[src/filtered_pair_set_table_assert.svh]
// Assertion macros used by the filtered pair set table datapath.
`ifndef FILTERED_PAIR_SET_TABLE_ASSERT_SVH
`define FILTERED_PAIR_SET_TABLE_ASSERT_SVH

// Checks that the consequent holds in the same cycle as the antecedent.
`define FPST_ASSERT_SAME(label, ante, cons) \
	label: assert property (@(posedge clk) disable iff (!arst_n) (ante) |-> (cons)) \
	else $error("fpst assertion failed");

// Checks that the consequent holds in the cycle after the antecedent.
`define FPST_ASSERT_NEXT(label, ante, cons) \
	label: assert property (@(posedge clk) disable iff (!arst_n) (ante) |=> (cons)) \
	else $error("fpst assertion failed");

`endif

[src/fpst_pkg.sv]
// Package with types, constants and helpers of the filtered pair set table.
`default_nettype none

package fpst_pkg;

	localparam int MAX_PAIRS = 256;
	localparam int ADDR_W    = (MAX_PAIRS > 1) ? $clog2(MAX_PAIRS) : 1;
	localparam int CNT_W     = $clog2(MAX_PAIRS + 1);
	localparam int ENTRY_W   = 9;
	localparam int FMT_W     = 32;
	localparam int MOD_W     = 64;
	localparam int PAIR_W    = FMT_W + MOD_W;
	localparam int IN_DATA_W = ((PAIR_W + 7) / 8) * 8;
	localparam int OUT_W     = 3 + 1 + ENTRY_W + 1;
	localparam int OUT_DATA_W = ((OUT_W + 7) / 8) * 8;

	localparam logic [FMT_W-1:0] FMT_XR24 = 32'h3432_5258;
	localparam logic [FMT_W-1:0] FMT_AR24 = 32'h3432_5241;
	localparam logic [FMT_W-1:0] FMT_XB24 = 32'h3432_4258;
	localparam logic [FMT_W-1:0] FMT_AB24 = 32'h3432_4241;

	typedef enum logic [0:0] {
		CMD_ADD   = 1'b0,
		CMD_QUERY = 1'b1
	} cmd_t;

	typedef enum logic [2:0] {
		ST_STORED      = 3'd0,
		ST_DUPLICATE   = 3'd1,
		ST_UNSUPPORTED = 3'd2,
		ST_FULL        = 3'd3,
		ST_QUERY       = 3'd4
	} status_t;

	typedef struct packed {
		logic load;
		logic scan;
		logic finish;
	} ctrl_cmd_t;

	typedef struct packed {
		logic scan_done;
		logic out_free;
	} ctrl_sts_t;

	function automatic logic fmt_known(input logic [FMT_W-1:0] code);
		return (code == FMT_XR24) || (code == FMT_AR24) ||
			(code == FMT_XB24) || (code == FMT_AB24);
	endfunction

endpackage

`default_nettype wire

[src/fpst_ctrl.sv]
// Controller state machine that sequences accept, table scan and result.
`default_nettype none

module fpst_ctrl (
	input  wire logic               clk,
	input  wire logic               arst_n,
	input  wire logic               in_valid,
	output logic                    in_ready,
	output fpst_pkg::ctrl_cmd_t     ctrl,
	input  wire fpst_pkg::ctrl_sts_t sts
);

	typedef enum logic [2:0] {
		S_IDLE = 3'b001,
		S_SCAN = 3'b010,
		S_DONE = 3'b100
	} state_t;

	state_t state_q;
	state_t state_nxt;

	always_comb begin
		state_nxt = state_q;
		unique case (state_q)
			S_IDLE: begin
				if (in_valid) state_nxt = S_SCAN;
			end
			S_SCAN: begin
				if (sts.scan_done) state_nxt = S_DONE;
			end
			S_DONE: begin
				if (sts.out_free) state_nxt = S_IDLE;
			end
			default: state_nxt = S_IDLE;
		endcase
	end

	always_ff @(posedge clk or negedge arst_n) begin
		if (!arst_n) begin
			state_q <= S_IDLE;
		end else begin
			state_q <= state_nxt;
		end
	end

	assign in_ready    = (state_q == S_IDLE);
	assign ctrl.load   = (state_q == S_IDLE) && in_valid;
	assign ctrl.scan   = (state_q == S_SCAN);
	assign ctrl.finish = (state_q == S_DONE) && sts.out_free;

endmodule

`default_nettype wire

[config.mk]
export PLATFORM = sky130hd
export DESIGN_NAME = fpst_ctrl
export DESIGN_NICKNAME = d
export VERILOG_FILES = /design/src/filtered_pair_set_table_assert.svh /design/src/fpst_pkg.sv /design/src/fpst_ctrl.sv
export SDC_FILE = /design/constraint.sdc
export NUM_CORES = 1
export LEC_CHECK = 0
export ABC_CLOCK_PERIOD_IN_PS = 1300
export BUFFER_PORTS_ARGS = -buffer_cell sky130_fd_sc_hd__buf_2
export CAP_MARGIN = 25
export CELL_PAD_IN_SITES_DETAIL_PLACEMENT = 1
export CELL_PAD_IN_SITES_GLOBAL_PLACEMENT = 1
export CORE_AREA = 2 2 39 41
export DETAILED_ROUTE_END_ITERATION = 8
export DIE_AREA = 0 0 41 43
export PLACE_DENSITY_LB_ADDON = 0.12
export SLEW_MARGIN = 5
export SYNTH_ARGS = -nofsm -noshare
export SYNTH_HDL_FRONTEND = slang
export SYNTH_SLANG_ARGS = --single-unit
[constraint.sdc]
create_clock -name clk -period 1.3 [get_ports clk]
set_clock_uncertainty 0.1 [all_clocks]
set_input_delay 0.13 -clock clk [delete_from_list [all_inputs] [get_ports clk]]
set_output_delay 0.13 -clock clk [all_outputs]
set_load 0.05 [all_outputs]
## Yosys cells after proc, flatten, opt, wreduce, memory -nomap -nowiden

Cells that the tools add are included.

- Word-level logic and storage cells: 14
- Bits of input ports: 5
- Bits in registers: 3
- Output and inout bits: 4

- Reductions and logical operators: 3
- Equality and inequality tests: 6
- Multiplexer cells: 4

Operator list:

| kind | number |
|---|---|
| 3-bit two-way mux | 3 |
| 3-bit one-hot mux with 3 select lines | 1 |
| 2-bit inequality test (second input constant) | 2 |
| 3-bit by 1-bit equality test with 1-bit output (second input constant) | 1 |
| 3-bit by 2-bit equality test with 1-bit output (second input constant) | 1 |
| 3-bit equality test (second input constant) | 1 |
| 3-bit AND reduction | 1 |
| 1-bit logical AND | 2 |
| 2-bit by 1-bit inequality test with 1-bit output (second input constant) | 1 |

## Depth between registers and ports, before layout

Gate-level depths: netlist of run 1.

- Depth after elaboration: 3
- Depth in mapped cells: 2
- Gate-level depth less buffers: 2

## Least setup slack after synthesis of run 1

Ideal clock, no wire load.

- Kind: register -> output
- From: reg state_q[0]
- To: out in_ready
- Arrival: 1723 ps
- Path slack: -653 ps
- Stages on the path, launching flop included: 2
- Cells stage by stage: dfstp_2 -> nor3b_1

- Longest elaborated chain between the ends: 1

RTL lines:

| element | RTL line | RTL |
|---|---|---|
| from (decl) | fpst_ctrl.sv:19 | `state_t state_q;` |
| from (signal assigned) | fpst_ctrl.sv:42 | `state_q <= state_nxt;` |
| 3-bit by 1-bit equality test with 1-bit output | fpst_ctrl.sv:46 | `assign in_ready = (state_q == S_IDLE);` |
| to (decl) | fpst_ctrl.sv:8 | `output logic in_ready,` |

Every way passes these cells.

==> flow_summary.json, run 1 <==
{
  "status": "complete, but fails checks",
  "violations": "setup timing",
  "rows": 14,
  "clkLatencyLatePin_ps": 230,
  "drive_above_1_share_pct": 70.6,
  "final_area_um2": 375,
  "ys_types": 10,
  "pin_count": 9,
  "leakagePower_nw": 0.155,
  "yosys.area.top_type": "dfrtp_1",
  "finalSetupViolCount": 4,
  "num_vias": 202,
  "max_slew_margin_pct": 81.4,
  "antenna_left": 0,
  "antenna_cells": 0,
  "route.detailed.drc": 0,
  "hold_viol_final": 0,
  "fp.dieW_um": 41,
  "grt_use_total_pct": 7.24,
  "fp.dieH_um": 43,
  "syn_to_final_growth_pct": 108,
  "path_class": "register to output port",
  "dr.pass1.iters": 1,
  "wl_um": 504,
  "n_fill_cell": 168,
  "final.setup.worst_slack_ps": -142,
  "cts_buffers": 3,
  "final_core_util_pct": 27.1,
  "regMostFlops": "state_q",
  "ys_warn_count": 0,
  "synthTopCellsByArea": "dfrtp_1 28%, dfstp_2 15%, and4bb_2 14%, or3b_1 9.7%, nand3b_1 8.3%",
  "dp.cells": 41,
  "port_buffers": 8,
  "dpl_cell_area_um2": 259,
  "htree_levels": 1,
  "post-route-period-util_pct": 111,
  "path_max_fanout": 5,
  "start_util_pct": 13.0,
  "syn_inst": 16,
  "top_regs": "state_q: 3 flops",
  "dieArea_um2": 1760,
  "grt_max_degree": 9,
  "largest_register_ffs": 3,
  "cts.path.max_buffers": 2,
  "critical_path_arrival_ps": 1210,
  "syn_avg_cell_area_um2": 11.3,
  "tns_ps": -408,
  "cts_tree": "built",
  "start_kind": "register",
  "min_path_type": "input port to register",
  "coreArea_um2": 1380,
  "ir_drop_mv": 0.783,
  "viasPerCell": 4.04,
  "antenna_found_initial": 0,
  "end_kind": "output port",
  "yosys_register_bits": 3,
  "synth_area_um2": 180,
  "grt_pass1_wl_um": 800,
  "drv_cap": 0,
  "cp.required_ps": 1070,
  "grt_pass1_vias": 210,
  "layout.nets": 40,
  "gp_congestion": 0.658,
  "yosysSeqAreaShare_pct": 42.4,
  "grt-ovfl-total": 0,
  "ctsRootBufferMaster": "clkbuf_4",
  "wire_per_inst_um": 10.1,
  "instances_no_fill": 50,
  "tightest_slew_ps": 275,
  "clock-sinks": 3,
  "slew_viol_final": 0,
  "syn_nets": 21,
  "worst_hold_slack_ps": 74.5,
  "grt_setup_unrepaired": "yes",
  "drt_iter0_drc": 0,
  "fin_crit_ps": 1440,
  "max_freq_mhz": 694,
  "yosysTopAreaCellShare_pct": 27.8,
  "clkSlewWorstSetupHoldPaths_ps": 40,
  "p_per_area_nw_per_um2": 2400
}
final cells by class:
class | instances | area (um^2) | area share (%)
Tap cell | 16 | 20.0 | 5.33
Timing Repair Buffer | 15 | 131 | 35.0
Sequential cell | 3 | 78.8 | 21.0
Clock buffer | 4 | 26.3 | 7.00
Multi-Input combinational cell | 12 | 119 | 31.7
through the flow:
stage	setup slack [ps]	total power [W]
5_1_grt	-173	0.000964
3_5_place_dp	-26.3	0.000571
4_1_cts	-163	0.000864
3_3_place_gp	-18.7	0.000564
6_report	-142	0.000902
2_1_floorplan	13.1	0.000470
what timing repair did:
| item | 4_1_cts | 5_1_grt |
|---|---|---|
| gates resized for setup | 12 | 3 |
| hold endpoints to repair | 3 | 0 |
| setup buffers | 2 | 2 |
| pin swaps | 2 | 2 |
| hold buffers | 1 | 0 |
| endpoints found under the setup margin | 4 | 4 |
final timing paths:
path                                 start         end  slack, ps  cells after the start
worst max-delay path            state_q[0]     ctrl[2]       -140                      2
worst min-delay path                sts[1]  state_q[2]         70                      3
worst max register to register  state_q[1]  state_q[1]        100                      3
worst min register to register  state_q[1]  state_q[2]        530                      2
max in group asynchronous           arst_n  state_q[0]        790                      2
min in group asynchronous           arst_n  state_q[2]        120                      2
per-layer routing:
layer | share of wire, % | wire, um | GRT usage [%] | up-vias
met5 | 0 | 0 | 0 | -
met4 | 0 | 0 | 6.00 | 0
met3 | 5.6 | 28 | 3.14 | 0
met2 | 54 | 270 | 11.6 | 6
met1 | 41 | 205 | 6.45 | 97
li1 | - | - | - | 99
logic make-up after synthesis:
family | after synthesis | synth area share [%]
AOI/OAI and AO/OA | 2 | 5.56
buffers and inverters | 1 | 4.17
DFF | 3 | 42.4
and+or+nand+nor | 10 | 47.9
synthesized netlist by cell type (all sizes together):
master,number
a21oi,2
and4bb,2
dfrtp,2
nand3b,2
nor3b,2
or3b,2
buf,1
dfstp,1
nor3,1
nor4b,1
cells in the final DEF (no fill, tap or decap), drive strengths merged:
cell type,n
nor3b,2
nand3b,2
a21oi,2
dfrtp,2
nor3,1
buf,14
dfstp,1
clkbuf,4
nor4b,1
and4bb,2
dlygate4sd3,1
or3b,2
power by group:
group          switching, W  total [W]  internal (W)
sequential        0.0000529   0.000194      0.000141
combinational      0.000264   0.000548      0.000284
clock             0.0000449   0.000160      0.000115
worst max-delay path: stages (launching register included):
cell and delay [ps]:
dfstp_2 550, and4bb_2 280, buf_8 150
No activity file was read; power rests on OpenSTA's default activity.
==> run 2: changes to the inputs <==
--- a/config.mk
+++ b/config.mk
@@ -5,6 +5,7 @@
 export SDC_FILE = /design/constraint.sdc
 export NUM_CORES = 1
 export LEC_CHECK = 0
+export ABC_AREA = 1
 export ABC_CLOCK_PERIOD_IN_PS = 1300
 export BUFFER_PORTS_ARGS = -buffer_cell sky130_fd_sc_hd__buf_2
 export CAP_MARGIN = 25
==> flow_summary.json, run 2 <==
{
  "status": "complete, but fails checks",
  "violations": "setup timing",
  "whs_path_depth": 2,
  "cts.path.max_buffers": 2,
  "final_area_um2": 357,
  "fin_crit_ps": 1460,
  "path_cells": "inv_2, nor2_4, nand2_2, nor2_2, buf_6",
  "register_area_um2": 76.3,
  "fp.dieW_um": 41,
  "cts_tree": "built",
  "crit_family": "flip-flops",
  "yosysSeqAreaShare_pct": 40.4,
  "max_freq_mhz": 685,
  "synth.most_common_cell": "nand2_1",
  "start_kind": "register",
  "wl_um": 504,
  "htree_levels": 1,
  "antenna_cells": 0,
  "regMostFlops": "state_q",
  "end_kind": "output port",
  "clkSlewWorstSetupHoldPaths_ps": 40,
  "final.setup.worst_slack_ps": -160,
  "wire_per_inst_um": 8.69,
  "critical_path_arrival_ps": 1230,
  "dominantRegCellSynth": "dfrtp_1",
  "coreArea_um2": 1380,
  "path_buf_inv": 2,
  "worst_hold_slack_ps": 16.0,
  "reg2reg_to": "state_q[2]",
  "max_stage_delay_ps": 530,
  "max_slew_margin_pct": 85.4,
  "n_fill_cell": 176,
  "multi_input_area_um2": 106,
  "async_flop_share_pct": 100,
  "ys_warn_count": 0,
  "grt_use_total_pct": 9.16,
  "layout.nets": 48,
  "dr.pass1.iters": 2,
  "grt_pass1_vias": 264,
  "post-route-period-util_pct": 112,
  "hpwl_um": 442,
  "yosys_register_bits": 3,
  "cts_buffers": 3,
  "top_regs": "state_q: 3 flops",
  "path_class": "register to output port",
  "largest_register_ffs": 3,
  "start_util_pct": 13.7,
  "ys_types": 13,
  "drv_cap": 0,
  "antenna_left": 0,
  "leakagePower_nw": 0.182,
  "finalSetupViolCount": 4,
  "r2r_slack_ps": 30,
  "syn_inst": 26,
  "power_w": 0.00103,
  "grt_setup_unrepaired": "yes",
  "syn_to_final_growth_pct": 88.7,
  "pin_count": 9,
  "p_per_area_nw_per_um2": 2900,
  "drt_iter0_drc": 3,
  "holdPathEnd": "state_q[1]",
  "synthTopCellsByArea": "dfrtp_1 26%, dfstp_2 14%, nand2_1 9.9%, inv_1 7.9%, nor2_1 7.9%",
  "tightest_slew_ps": 219,
  "ctsRootBufferMaster": "clkbuf_4",
  "port_buffers": 8,
  "hold_viol_final": 0,
  "ir_drop_mv": 0.964,
  "yosys.area.top_type": "dfrtp_1",
  "viasPerCell": 3.88,
  "ys_top_cells_by_count": "5 x nand2_1, 4 x inv_1, 4 x nor2_1",
  "dpl_cell_area_um2": 269,
  "antenna_found_initial": 0,
  "min_path_type": "input port to register",
  "syn_avg_cell_area_um2": 7.27,
  "cpMaxStageDelayCell": "dfstp_2",
  "gp_congestion": 0.635,
  "path_max_fanout": 3,
  "cp.required_ps": 1070,
  "final_cell_mix": "4 x nand2_1, 4 x buf_2, 4 x buf_4",
  "grt_max_degree": 6,
  "slew_viol_final": 0,
  "fp.dieH_um": 43,
  "synth_area_um2": 189,
  "grt-ovfl-total": 0,
  "drive_above_1_share_pct": 61.9,
  "syn_nets": 31,
  "rr_worst_depth": 7,
  "r2r_start": "state_q[0]",
  "route.detailed.drc": 0,
  "num_vias": 225,
  "hp-start": "sts[1]",
  "yosysTopAreaCellShare_pct": 26.5,
  "clkLatencyLatePin_ps": 230,
  "rows": 14,
  "dieArea_um2": 1760,
  "dp_slack_ps": -36.4,
  "grt_pass1_wl_um": 1030,
  "clock-sinks": 3,
  "synth_edf_count": 0
}
## run 2: cell count changes in the layout (fill, tap and decap cells not counted), sizes merged
cell / change
or3b: -2
nor3b: -2
and4bb: -2
nor2: +6
nor4b: -1
a21oi: -2
nand3b: -2
nand4: +2
nand3: +2
nand2: +6
o22ai: +1
nor3: -1
inv: +5
buf: -2
## run 2: report_power, final
part | leakage (nW) | total, W | internal, W | switching [W]
clock | 0.0150 | 0.000161 | 0.000115 | 0.0000463
sequential | 0.0372 | 0.000187 | 0.000145 | 0.0000411
combinational | 0.130 | 0.000687 | 0.000291 | 0.000396
## run 2: worst max path at each step
stage | startpoint | to | cells past startpoint
after detailed placement | state_q[0] | ctrl[2] | 5
final | state_q[0] | ctrl[2] | 5
after floorplan | state_q[0] | ctrl[2] | 4
after global placement | state_q[0] | ctrl[2] | 5
after global routing | state_q[0] | ctrl[2] | 5
after CTS | state_q[0] | ctrl[2] | 5
## run 2: metrics by stage
step,instances,TNS (ps),utilization [%]
after floorplan,26,-127,-
after global placement,52,-23.5,19.4
after detailed placement,52,-44.5,19.4
after CTS,58,-498,25.2
after global routing,58,-777,25.8
final,58,-420,25.8
## run 2: area by class of cell
type	instances	share of cell area, %
Clock buffer	4	7.37
Inverter	5	5.26
Multi-Input combinational cell	17	29.8
Sequential cell	3	21.4
Tap cell	16	5.61
Timing Repair Buffer	13	30.5
## run 2: what timing repair did
| action | 4_1_cts | 5_1_grt |
|---|---|---|
| pin swaps | 0 | 1 |
| setup endpoints to repair | 4 | 6 |
| gates resized for setup | 13 | 1 |
| buffers inserted | 1 | 0 |
| hold buffers | 1 | 0 |
| gates cloned | 0 | 0 |
| hold endpoints to repair | 3 | 0 |
## run 2: logic make-up after synthesis
logic type	count (synthesis)	share of synthesized area [%]
AO/OA/AOI/OAI	1	3.31
buffers and inverters	6	13.9
flip-flops	3	40.4
AND/OR/NAND/NOR	16	42.4
## run 2: layer usage
metal | vias up | share of wire (%) | routed length (um) | track usage (%)
met5 | - | 0 | 0 | 0
met4 | 0 | 0 | 0 | 4.00
met3 | 0 | 7.3 | 37 | 6.28
met2 | 7 | 52 | 264 | 12.8
met1 | 105 | 40 | 202 | 10.4
li1 | 113 | - | - | -
